===== src/design/glce_pkg.sv =====
`timescale 1ns / 1ps
// Shared constants and types of the GIF LZW code encoder.
// Depends on nothing; every other file of the block imports it.
package glce_pkg;

   localparam int DICT_CODES   = 4096;
   localparam int SYMBOL_COUNT = 256;

   localparam int CODE_W     = 12;
   localparam int WIDTH_W    = 4;
   localparam int PIX_W      = 8;
   localparam int DEPTH_W    = 4;
   localparam int SYM_W      = $clog2(SYMBOL_COUNT);
   localparam int DICT_IDX_W = $clog2(DICT_CODES);
   localparam int SLOT_W     = DICT_IDX_W + SYM_W;
   localparam int DICT_ENTRIES = DICT_CODES * SYMBOL_COUNT;

   localparam logic [CODE_W-1:0]  LAST_CODE   = CODE_W'(DICT_CODES - 1);
   localparam logic [DEPTH_W-1:0] DEPTH_MIN   = 4'd2;
   localparam logic [DEPTH_W-1:0] DEPTH_MAX   = 4'd8;
   localparam logic [DEPTH_W-1:0] DEPTH_RESET = 4'd8;
   localparam logic [WIDTH_W-1:0] WIDTH_MAX   = 4'd12;

   // One pixel after classification by the front end.
   typedef struct packed {
      logic [SYM_W-1:0]   sym;
      logic               first;
      logic               last;
      logic [DEPTH_W-1:0] depth;
   } glce_item_type;

   // One output code.
   typedef struct packed {
      logic [CODE_W-1:0]  code;
      logic [WIDTH_W-1:0] code_width;
      logic               run_end;
      logic               image_end;
   } glce_result_type;

   // Access bundle toward the dictionary memories.
   typedef struct packed {
      logic               rd_en;
      logic [SLOT_W-1:0]  rd_slot;
      logic               own_rd_en;
      logic [CODE_W-1:0]  own_rd_code;
      logic               wr_en;
      logic [SLOT_W-1:0]  wr_slot;
      logic [CODE_W-1:0]  wr_code;
   } glce_dict_req_type;

   typedef struct packed {
      logic [CODE_W-1:0] hit_code;
      logic [SLOT_W-1:0] owner_slot;
   } glce_dict_rsp_type;

endpackage


===== src/design/glce_if.sv =====
`timescale 1ns / 1ps
// Channel interfaces of the GIF LZW code encoder: pixel input, code output
// and configuration write. Depends on glce_pkg.
interface glce_req_if;
   import glce_pkg::*;
   logic             valid;
   logic             ready;
   logic [PIX_W-1:0] pixel_index;
   logic             last_pixel;
   modport source (output valid, pixel_index, last_pixel, input ready);
   modport sink (input valid, pixel_index, last_pixel, output ready);
endinterface


interface glce_csr_if;
   import glce_pkg::*;
   logic               valid;
   logic               ready;
   logic [DEPTH_W-1:0] lzw_depth;
   modport source (output valid, lzw_depth, input ready);
   modport sink (input valid, lzw_depth, output ready);
endinterface


===== src/design/glce_front.sv =====
`timescale 1ns / 1ps
// Front end: configuration register, pixel classification and the two-entry
// queue toward the back end. Depends on glce_pkg and glce_if.
module glce_front (
   input  logic                   clock,
   input  logic                   reset,
   glce_req_if.sink               req_ch,
   glce_csr_if.sink               csr_ch,
   input  logic                   pop,
   output logic                   item_valid,
   output glce_pkg::glce_item_type item
);
   import glce_pkg::*;

   function automatic logic [DEPTH_W-1:0] clamp_depth(logic [DEPTH_W-1:0] m);
      logic [DEPTH_W-1:0] r;
      r = m;
      if (m < DEPTH_MIN) r = DEPTH_MIN;
      if (m > DEPTH_MAX) r = DEPTH_MAX;
      return r;
   endfunction

   logic [DEPTH_W-1:0] csr_ff, csr_in;
   logic [DEPTH_W-1:0] depth_ff, depth_in, depth_now;
   logic               open_ff, open_in;
   glce_item_type      q_ff [2];
   glce_item_type      new_item;
   logic               wr_ptr_ff, wr_ptr_in, rd_ptr_ff, rd_ptr_in;
   logic [1:0]         cnt_ff, cnt_in;
   logic               accept;
   logic               do_pop;
   logic [PIX_W:0]     mask9;
   logic [PIX_W-1:0]   masked;

   assign csr_ch.ready = 1'b1;
   assign req_ch.ready = (cnt_ff != 2'd2);
   assign accept       = req_ch.valid && req_ch.ready;
   assign item_valid   = (cnt_ff != 2'd0);
   assign item         = q_ff[rd_ptr_ff];
   assign do_pop       = pop && item_valid;

   always_comb begin
      csr_in    = csr_ch.valid ? csr_ch.lzw_depth : csr_ff;
      // The depth is latched on the first pixel of each image.
      depth_now = open_ff ? depth_ff : clamp_depth(csr_ff);
      mask9     = (9'(1) << depth_now) - 9'(1);
      masked    = req_ch.pixel_index & mask9[PIX_W-1:0];
      if ({1'b0, masked} >= 9'(SYMBOL_COUNT)) begin
         new_item.sym = SYM_W'(SYMBOL_COUNT - 1);
      end else begin
         new_item.sym = masked[SYM_W-1:0];
      end
      new_item.first = !open_ff;
      new_item.last  = req_ch.last_pixel;
      new_item.depth = depth_now;
      open_in   = accept ? !req_ch.last_pixel : open_ff;
      depth_in  = accept ? depth_now : depth_ff;
      wr_ptr_in = accept ? !wr_ptr_ff : wr_ptr_ff;
      rd_ptr_in = do_pop ? !rd_ptr_ff : rd_ptr_ff;
      cnt_in    = cnt_ff + 2'(accept) - 2'(do_pop);
   end

   always_ff @(posedge clock) begin
      if (reset) begin
         csr_ff    <= DEPTH_RESET;
         depth_ff  <= DEPTH_RESET;
         open_ff   <= 1'b0;
         wr_ptr_ff <= 1'b0;
         rd_ptr_ff <= 1'b0;
         cnt_ff    <= 2'd0;
      end else begin
         csr_ff    <= csr_in;
         depth_ff  <= depth_in;
         open_ff   <= open_in;
         wr_ptr_ff <= wr_ptr_in;
         rd_ptr_ff <= rd_ptr_in;
         cnt_ff    <= cnt_in;
      end
   end

   always_ff @(posedge clock) begin
      if (accept) begin
         q_ff[wr_ptr_ff] <= new_item;
      end
   end

endmodule


===== src/flat_wrapper.sv =====
// flat-port wrapper written by rule: the top's interface ports become plain ports
module glce_front_flat import glce_pkg::*;
  (clock, reset, pop, item_valid, item, req_ch_valid, req_ch_pixel_index, req_ch_last_pixel, req_ch_ready, csr_ch_valid, csr_ch_lzw_depth, csr_ch_ready);
  glce_req_if req_ch_i ();
  glce_csr_if csr_ch_i ();
  input  logic clock;
  input  logic reset;
  input  logic pop;
  output logic item_valid;
  output glce_pkg::glce_item_type item;
  input wire logic [$bits(req_ch_i.valid)-1:0] req_ch_valid;
  input wire logic [$bits(req_ch_i.pixel_index)-1:0] req_ch_pixel_index;
  input wire logic [$bits(req_ch_i.last_pixel)-1:0] req_ch_last_pixel;
  output wire logic [$bits(req_ch_i.ready)-1:0] req_ch_ready;
  input wire logic [$bits(csr_ch_i.valid)-1:0] csr_ch_valid;
  input wire logic [$bits(csr_ch_i.lzw_depth)-1:0] csr_ch_lzw_depth;
  output wire logic [$bits(csr_ch_i.ready)-1:0] csr_ch_ready;
  assign req_ch_i.valid = req_ch_valid;
  assign req_ch_i.pixel_index = req_ch_pixel_index;
  assign req_ch_i.last_pixel = req_ch_last_pixel;
  assign req_ch_ready = req_ch_i.ready;
  assign csr_ch_i.valid = csr_ch_valid;
  assign csr_ch_i.lzw_depth = csr_ch_lzw_depth;
  assign csr_ch_ready = csr_ch_i.ready;
  glce_front u_core (.clock(clock), .reset(reset), .req_ch(req_ch_i), .csr_ch(csr_ch_i), .pop(pop), .item_valid(item_valid), .item(item));
endmodule

===== config.mk =====
export PLATFORM = sky130hd
export DESIGN_NAME = glce_front_flat
export DESIGN_NICKNAME = d
export VERILOG_FILES = /design/src/design/glce_pkg.sv /design/src/design/glce_if.sv /design/src/design/glce_front.sv /design/src/flat_wrapper.sv
export SDC_FILE = /design/constraint.sdc
export NUM_CORES = 1
export LEC_CHECK = 0
export BUFFER_PORTS_ARGS = -buffer_cell sky130_fd_sc_hd__clkbuf_2
export CAP_MARGIN = 20
export CORE_MARGIN = 10
export CORE_UTILIZATION = 45
export CTS_BUF_LIST = sky130_fd_sc_hd__clkbuf_8
export CTS_CLUSTER_DIAMETER = 150
export CTS_CLUSTER_SIZE = 14
export DETAILED_ROUTE_END_ITERATION = 12
export PLACE_DENSITY = 0.7
export SETUP_SLACK_MARGIN = 0.02
export SLEW_MARGIN = 20
export SYNTH_ARGS = -nofsm -noshare
export SYNTH_HDL_FRONTEND = slang
export SYNTH_SLANG_ARGS = --single-unit

===== constraint.sdc =====
create_clock -name clock -period 2.6 [get_ports clock]
set_input_delay 0.26 -clock clock [delete_from_list [all_inputs] [get_ports clock]]
set_output_delay 0.26 -clock clock [all_outputs]
set_load 0.05 [all_outputs]

Word-level counts from Yosys, hierarchy flattened. Memory sizes are Yosys's and may differ from the RTL's. A register that Yosys moved wholly into a read port is not among the register bits. Cells that the tools add are included.

Muxes and demuxes: 7. Reduce and logical (&&, ||, !) cells: 7. Bitwise logic cells: 1. Equal/unequal tests: 1. Add/subtract/negate cells: 3. Magnitude comparators: 2. Shift operators: 1.

Operator list (number): 4-bit two-way mux (3); 8-bit AND (1); 1-bit by 4-bit left shift with 8-bit output, first input constant (1); 8-bit by 2-bit subtractor with 8-bit output, second input constant (1); 4-bit > comparator, second input constant (1); 1-bit zero test (4); 4-bit by 2-bit < comparator with 1-bit output, second input constant (1); 1-bit two-way mux (4); 2-bit by 1-bit adder with 2-bit output (1); 1-bit logical AND (2); 2-bit != test, second input constant (1); 2-bit nonzero test (1); 2-bit by 1-bit subtractor with 2-bit output (1).

Output and inout bits: 17. Memories kept: 1. Memory bits (writable): 28. Word-level logic and storage cells: 29. Bits in registers: 13.

Memories: u_core.q_ff (words 2, bits a word 14, rd ports 1, clocked after memory_dff 1, wr ports 1, RTL line glce_front.sv:26) `glce_item_type q_ff [2];`.

Depth between registers and ports, before layout. Gate-level depths: netlist (run 1).

Word-level depth: 7. Depth in mapped cells: 9. Mapped depth without buffers: 9.

Worst setup path before layout (run 1). Ideal clock, no wire load.

Path kind: register to register. Start point: register u_core.csr_ff[2]. End point: memory u_core.q_ff[0][8] (netlist name) (data pin). Buffers on the path: 0. Setup time: 157 ps. Data required time: 2443 ps. Data arrival time: 2211 ps. Slack: 232 ps. Stages on the path, launching flop included: 9. Cell sequence: dfxtp_1 > or2b_2 > a22oi_1 > inv_1 > nor2_1 > nand2_1 > ha_1 > or4_1 > a21boi_1.

Longest elaborated chain between the ends: 7.

RTL lines: start, declared (RTL line glce_front.sv:23) `logic [DEPTH_W-1:0] csr_ff, csr_in;`; start signal, assigned (RTL line glce_front.sv:72) `csr_ff <= csr_in;`; 4-bit by 2-bit < comparator with 1-bit output (RTL line glce_front.sv:18) `if (m < DEPTH_MIN) r = DEPTH_MIN;`; 4-bit two-way mux (RTL line glce_front.sv:18); 4-bit two-way mux (*) (RTL line glce_front.sv:19) `if (m > DEPTH_MAX) r = DEPTH_MAX;`; 4-bit two-way mux (*) (RTL line glce_front.sv:45) `depth_now = open_ff ? depth_ff : clamp_depth(csr_ff);`; named net u_core.depth_now[1] (RTL line glce_front.sv:24) `logic [DEPTH_W-1:0] depth_ff, depth_in, depth_now;`; 1-bit by 4-bit left shift with 8-bit output (*) (RTL line glce_front.sv:46) `mask9 = (9'(1) << depth_now) - 9'(1);`; 8-bit by 2-bit subtractor with 8-bit output (*) (RTL line glce_front.sv:46); 8-bit AND (*) (RTL line glce_front.sv:47) `masked = req_ch.pixel_index & mask9[PIX_W-1:0];`; named net u_core.masked[2] (RTL line glce_front.sv:33) `logic [PIX_W-1:0] masked;`; end, declared (RTL line glce_front.sv:26).

The timed path passes the listed nets; every way through them passes the cells marked *.

Worst setup path after layout (run 1).
Start point: register u_core.csr_ff[2]. End point: memory u_core.q_ff[1][8] (netlist name) (data pin).

The elaborated chain is that of the path after synthesis.

==> results of run 1 <==
cell type report:
type	instances	share of cell area, %
flip-flops and latches	42	51.94
well taps	50	2.895
inverters	7	1.216
clock buffers	5	3.185
multi-input cells	91	31.44
clock inverters	3	0.6369
repair buffers	36	8.686
cells in the mapped netlist, types with 2 or more instances:
library cell,instances
and2_1,3
a211oi_1,4
nor3_1,2
mux2i_1,4
mux2_2,14
clkbuf_1,3
inv_1,5
nand2_1,8
edfxtp_1,28
dfxtp_1,14
nor2_1,16
o31ai_1,2
ha_1,3
nor2b_1,3
a21oi_1,3
inv_2,2
xnor2_1,3
a21boi_0,2
a211o_1,2
path summary, 6_finish.rpt:
path                                           to  slack [ns]  cells after the start
setup / recovery      u_core.q_ff[1][8]$_DFFE_PP_        0.25                      8
hold / removal      u_core.csr_ff[3]$_SDFFE_PP1P_        0.17                      2
setup reg to reg      u_core.q_ff[1][8]$_DFFE_PP_        0.25                      8
hold reg to reg   u_core.depth_ff[3]$_SDFFE_PP1P_        0.52                      1
worst reg2reg max path, stage by stage, from the launching register on:
cell	delay (ns)
dfxtp_2	0.37
or2b_2	0.30
a22oi_1	0.23
inv_2	0.10
nor2_2	0.15
nand2_1	0.08
ha_1	0.27
or4_1	0.53
a21boi_1	0.18
state kept, by name (all words and copies together) (netlist names), named ones only:
register / cells
u_core.csr_ff: 4
u_core.wr_ptr_ff: 1
u_core.depth_ff: 4
u_core.q_ff: 28
u_core.open_ff: 1
u_core.cnt_ff: 2
u_core.rd_ptr_ff: 1
cells by family (layout without fill, tap and decap cells):
family,Yosys count,count (layout)
and+or+nand+nor,43,43
DFF,42,42
AOI/OAI and AO/OA,22,22
muxes,18,18
buffers and inverters,12,51
xor gates and xnor gates,4,4
adders and majority gates,3,3
other,1,1
per-stage QoR:
| stage | setup slack [ns] | utilization, % | instances |
|---|---|---|---|
| finish | 0.2460 | 54.02 | 234 |
| global placement | 0.2634 | 51.86 | 226 |
| floorplan | 0.2323 | - | 145 |
| CTS | 0.1508 | 53.93 | 234 |
| detailed placement | 0.1730 | 51.86 | 226 |
| global route | 0.03488 | 54.02 | 234 |
layer usage:
metal  track usage, %  vias to the layer above  routed length (microns)
li1                 -                      598                        -
met1            9.983                      563                     1450
met2            17.29                       25                     1712
met3            4.199                        6                      194
met4            4.110                        0                       55
met5                0                        -                        0
power breakdown:
part	internal (mW)	total [mW]	leakage (nW)	switching [mW]
Clock	0.182	0.384	0.0491	0.202
Sequential	0.859	0.945	0.378	0.0858
Combinational	0.268	0.844	0.434	0.575
Total	1.31	2.17	0.862	0.864
timing repair:
action	4_1_cts	5_1_grt
gates resized for setup	0	3
hold buffers	0	0
setup endpoints to repair	0	2
==> summary.json, run 1 <==
{
  "status": {
    "run_status": "finished clean"
  },
  "yosys": {
    "synth_compound_gate_area_share_pct": 9.749,
    "yosysTopAreaCellShare_pct": 45.50,
    "post-synth-top-area-cell": "edfxtp_1",
    "synth_area_sq_um": 1848,
    "number_of_flops_mapped_to_enable_cells_by_yosys": 28,
    "synth_simple_gate_area_share_pct": 12.05,
    "ys_seq_elements": 42,
    "synth_adder_area_share_pct": 2.031,
    "synthXorXnorAreaFrac_pct": 1.896,
    "synth_area_per_cell_sq_um": 12.74,
    "seq_area_frac_synth_pct": 60.66,
    "synth_async_sr_flop_share_pct": 0,
    "mappedNetlistNets": 166,
    "netlist_top_cells_area": "edfxtp_1, dfxtp_1, mux2_2",
    "number_of_warnings_printed_during_yosys_synthesis": 0,
    "dominant_combinational_cell_family_by_area_after_synthesis": "simple AND/OR/NAND/NOR gates",
    "synthCells": 145,
    "yosys.cell_types.count": 43,
    "ys_dominant_reg_cell": "edfxtp_1",
    "yosys-mux-area-fraction_pct": 10.70
  },
  "place": {
    "dp_hpwl_microns": 2553,
    "place_congestion": 0.8208,
    "buffer_ports.inserted": 33,
    "placed_cell_area_sq_um": 2074
  },
  "sta": {
    "min_period_over_period_pct": 90.54,
    "slew-limit-headroom_pct": 57.13,
    "fin_worst_hold_slack_ns": 0.1715,
    "setup_viol": 0,
    "max_slew.worst_pin.slew_ns": 0.6431,
    "rsz_0062_raised_after_global_routing": "no",
    "clock.fmax_mhz": 424.8,
    "aggregate_negative_setup_slack_ns": 0,
    "timing_hold_violations_final": 0,
    "final.min_clock_period_ns": 2.354,
    "fin_skew_ns": 0.004101,
    "finalMaxSlewViolations": 0
  },
  "layout": {
    "most_common_cell_after_layout_fill_and_taps_aside": "clkbuf_2",
    "mostFrequentLayoutCells": "clkbuf_2, edfxtp_1, nor2_1",
    "number_of_antenna_cells_inserted": 0,
    "multiInputGateArea_sq_um": 679.4,
    "areaGrowthSynthToFinish_pct": 16.93,
    "final-seq-area_sq_um": 1122,
    "layout.nets": 204,
    "design_area_sq_um": 2161,
    "fill_cells": 353,
    "layout-drive-gt1-share_pct": 38.04
  },
  "clock_network": {
    "cts.sink_count": 42,
    "worst_setup_hold_path_clk_slew_ns": 0.07,
    "numCtsBuffers": 5,
    "cts.path.max_buffers": 2,
    "cts_tree": "done",
    "worst_skew_pair.late_latency_ns": 0.29,
    "postCtsSetupRepairBufs": 0,
    "cts-htree-levels": 2,
    "clock_root_buffer_master": "clkbuf_8"
  },
  "worst_setup_path": {
    "worstPathRequired_ns": 2.74,
    "reg2reg_from": "u_core.csr_ff[2]$_SDFFE_PP0P_",
    "timing.critical_path.fanout_max": 7,
    "cp_slowest_stage_delay_ns": 0.53,
    "worst-path-buf-inv": 1,
    "end_kind": "register",
    "critPathTopFamily": "simple AND/OR/NAND/NOR gates",
    "setup_crit_start_kind": "register",
    "cp.arrival_ns": 2.49,
    "critical_path.startpoint": "u_core.csr_ff[2]$_SDFFE_PP0P_",
    "crit_path_cell_trace": "or2b_2 > a22oi_1 > inv_2 > nor2_2 > nand2_1 > ha_1 > or4_1 > a21boi_1",
    "worst-setup-path-type": "register to register",
    "critical_path.slowest_cell": "or4_1"
  },
  "global_routing": {
    "grt_antenna_before_repair": 0,
    "grt_pass1_vias": 1219,
    "grt.overflow.total": 0,
    "grt_first_pass_wirelength_microns": 5651,
    "global_route.usage.total_pct": 9.876,
    "grt_start_max_net_pins": 15
  },
  "routing": {
    "final_antenna_net_count": 0,
    "drt_iter0_markers": 78,
    "final_routed_wire_length_divided_by_cell_count_microns": 14.59,
    "post_drt_via_cell_ratio": 5.094,
    "route.final.wire_length_microns": 3413,
    "detailed_route_via_count": 1192,
    "drt_pass1_iterations": 4,
    "drc": 0
  },
  "floorplan": {
    "die_height_microns": 84.09,
    "floorplan.initialDensity_pct": 46.20,
    "die_w_microns": 84.09,
    "num_io_pins": 35,
    "row_count": 23,
    "dieArea_sq_um": 7070,
    "core_region_area_sq_um": 4000
  },
  "pwr": {
    "power-per-cell-area_nw_per_um2": 1006,
    "maximum_vdd_drop_mv": 0.4196,
    "leakagePower_nw": 0.8615,
    "total_power_mw": 2.173
  },
  "min_path": {
    "min_path_type": "primary input to register",
    "holdCritStartpoint": "csr_ch_lzw_depth[3]"
  },
  "run": {
    "number_of_maximum_capacitance_constraint_violations": 0
  }
}
(Power assumes the default switching activity.)
==> run 2, diff against run 1 <==
--- a/config.mk
+++ b/config.mk
@@ -13,7 +13,7 @@
 export CTS_CLUSTER_DIAMETER = 150
 export CTS_CLUSTER_SIZE = 14
 export DETAILED_ROUTE_END_ITERATION = 12
-export PLACE_DENSITY = 0.7
+export PLACE_DENSITY = 0.67
 export SETUP_SLACK_MARGIN = 0.02
 export SLEW_MARGIN = 20
 export SYNTH_ARGS = -nofsm -noshare
==> constraint.sdc (replaced) <==
create_clock -name clock -period 2.3 [get_ports clock]
set_input_delay 0.23 -clock clock [delete_from_list [all_inputs] [get_ports clock]]
set_output_delay 0.23 -clock clock [all_outputs]
set_load 0.05 [all_outputs]
==> run 2 against run 1 <==
Against the previous run: power is 14% higher; flip-flop and latch count unchanged; die area is the same; clock skew up 0.0011 ns; sequential share of layout area is 0.95 points lower; global-route usage grew 0.32 points; sequential power grew 13%; largest power group unchanged.
==> summary.json, run 2 (synthesized netlist as in run 1, its figures left out) <==
{
  "routing": {
    "detailed_route_via_count": 1203,
    "route.final.wire_length_microns": 3422,
    "post_drt_via_cell_ratio": 5.076,
    "final_routed_wire_length_divided_by_cell_count_microns": 14.44,
    "drc": 0,
    "final_antenna_net_count": 0,
    "drt_pass1_iterations": 4,
    "drt_iter0_markers": 62
  },
  "sta": {
    "clock.fmax_mhz": 470.2,
    "rsz_0062_raised_after_global_routing": "no",
    "setup_viol": 0,
    "min_period_over_period_pct": 92.48,
    "final.min_clock_period_ns": 2.127,
    "slew-limit-headroom_pct": 58.31,
    "finalMaxSlewViolations": 0,
    "timing_hold_violations_final": 0,
    "aggregate_negative_setup_slack_ns": 0,
    "fin_skew_ns": 0.005192,
    "max_slew.worst_pin.slew_ns": 0.6254
  },
  "status": {
    "run_status": "finished clean"
  },
  "worst_setup_path": {
    "crit_path_cell_trace": "or2b_2 > a22oi_2 > inv_2 > nor2_4 > nand2_1 > ha_1 > or4_4 > a21boi_2",
    "end_kind": "register",
    "rrSetupSlack_ns": 0.17,
    "setup_crit_start_kind": "register",
    "critPathTopFamily": "simple AND/OR/NAND/NOR gates",
    "cp.arrival_ns": 2.27,
    "cp_slowest_stage_delay_ns": 0.54,
    "timing.critical_path.fanout_max": 6,
    "reg2reg_from": "u_core.csr_ff[2]$_SDFFE_PP0P_",
    "critical_path.slowest_cell": "or4_4",
    "worst-setup-path-type": "register to register",
    "worstPathRequired_ns": 2.44,
    "regToRegEndpoint": "u_core.q_ff[1][8]$_DFFE_PP_",
    "worst-path-buf-inv": 1,
    "ff2ff_path_depth": 8
  },
  "pwr": {
    "leakagePower_nw": 0.8778,
    "power-per-cell-area_nw_per_um2": 1117,
    "maximum_vdd_drop_mv": 0.5232,
    "total_power_mw": 2.467
  },
  "global_routing": {
    "grt_busiest_layer": "met2",
    "gr-usage-met2_pct": 18.19,
    "grt.overflow.total": 0,
    "grt_pass1_vias": 1232,
    "grt_start_max_net_pins": 15,
    "met1_usage_pct": 10.37,
    "grt_first_pass_wirelength_microns": 5885,
    "grt_antenna_before_repair": 0,
    "met3_usage_pct": 4.688,
    "global_route.usage.total_pct": 10.19
  },
  "place": {
    "dp_hpwl_microns": 2630,
    "place_congestion": 0.8424,
    "buffer_ports.inserted": 33
  },
  "layout": {
    "layout.nets": 207,
    "largest_registers": "u_core.q_ff: 28 flops, u_core.csr_ff: 4 flops, u_core.depth_ff: 4 flops",
    "number_of_antenna_cells_inserted": 0,
    "layout-drive-gt1-share_pct": 41.18,
    "areaGrowthSynthToFinish_pct": 19.50,
    "max_flop_register": "u_core.q_ff",
    "most_common_cell_after_layout_fill_and_taps_aside": "clkbuf_2",
    "largest_reg_flops": 28,
    "fill_cells": 356,
    "mostFrequentLayoutCells": "clkbuf_2, edfxtp_1, nor2_1"
  },
  "min_path": {
    "min_path_type": "primary input to register",
    "holdCritStartpoint": "csr_ch_lzw_depth[3]",
    "whs_endpoint": "u_core.csr_ff[3]$_SDFFE_PP1P_",
    "whs_path_depth": 2
  },
  "floorplan": {
    "row_count": 23,
    "die_height_microns": 84.09,
    "num_io_pins": 35,
    "core_region_area_sq_um": 4000,
    "floorplan.initialDensity_pct": 46.20,
    "die_w_microns": 84.09,
    "dieArea_sq_um": 7070
  },
  "clock_network": {
    "numCtsBuffers": 5,
    "cts_tree": "done",
    "cts.path.max_buffers": 2,
    "postCtsSetupRepairBufs": 0,
    "cts.sink_count": 42,
    "clock_root_buffer_master": "clkbuf_8",
    "worst_skew_pair.late_latency_ns": 0.29,
    "cts-htree-levels": 2,
    "worst_setup_hold_path_clk_slew_ns": 0.07
  },
  "run": {
    "number_of_maximum_capacitance_constraint_violations": 0
  }
}
-- run 2: routing by layer --
layer	wire, microns	part of all wire, %
met1	1390	41
met4	40	1.2
met2	1777	52
met3	213	6.2
met5	0	0
-- run 2: repair_timing --
item / CTS / global route
gates resized for setup: 0 / 8
hold buffers: 0 / 0
setup endpoints to repair: 0 / 6
-- run 2: through the flow --
step | hold WS [ns] | worst slack (ns) | cells | cell area (sq um) | util [%]
floorplan | 0.3016 | 0.03705 | 145 | 1856 | -
CTS | 0.1449 | 0.04256 | 237 | 2186 | 54.64
detailed placement | 0.4478 | 0.07580 | 229 | 2105 | 52.61
finish | 0.1481 | 0.1730 | 237 | 2208 | 55.21
global placement | 0.4317 | 0.1379 | 229 | 2105 | 52.61
global route | 0.1519 | 0.007954 | 237 | 2208 | 55.21
-- run 2: how the worst max path moves through the flow --
stage / from / to / depth (start not counted)
CTS: u_core.csr_ff[2]$_SDFFE_PP0P_ / u_core.q_ff[1][8]$_DFFE_PP_ / 8
floorplan: u_core.csr_ff[2]$_SDFFE_PP0P_ / u_core.q_ff[0][8]$_DFFE_PP_ / 8
finish: u_core.csr_ff[2]$_SDFFE_PP0P_ / u_core.q_ff[1][8]$_DFFE_PP_ / 8
detailed placement: u_core.csr_ff[2]$_SDFFE_PP0P_ / u_core.q_ff[0][8]$_DFFE_PP_ / 8
global placement: u_core.csr_ff[2]$_SDFFE_PP0P_ / u_core.q_ff[0][8]$_DFFE_PP_ / 8
global route: u_core.csr_ff[2]$_SDFFE_PP0P_ / u_core.q_ff[0][8]$_DFFE_PP_ / 8
-- run 2: cell type report --
cell class                      count  area, sq um  share of cell area [%]
Clock buffer                        5        68.82                   3.116
Clock inverter                      3        12.51                  0.5666
Inverter                            7        26.28                   1.190
Multi-Input combinational cell     91        701.9                   31.78
Sequential cell                    42         1126                   50.99
Tap cell                           50        62.56                   2.833
Timing Repair Buffer               39        210.2                   9.518
-- run 2: power by group --
part | internal, mW | switching [mW]
clock | 0.204 | 0.222
sequential | 0.972 | 0.0969
combinational | 0.316 | 0.657
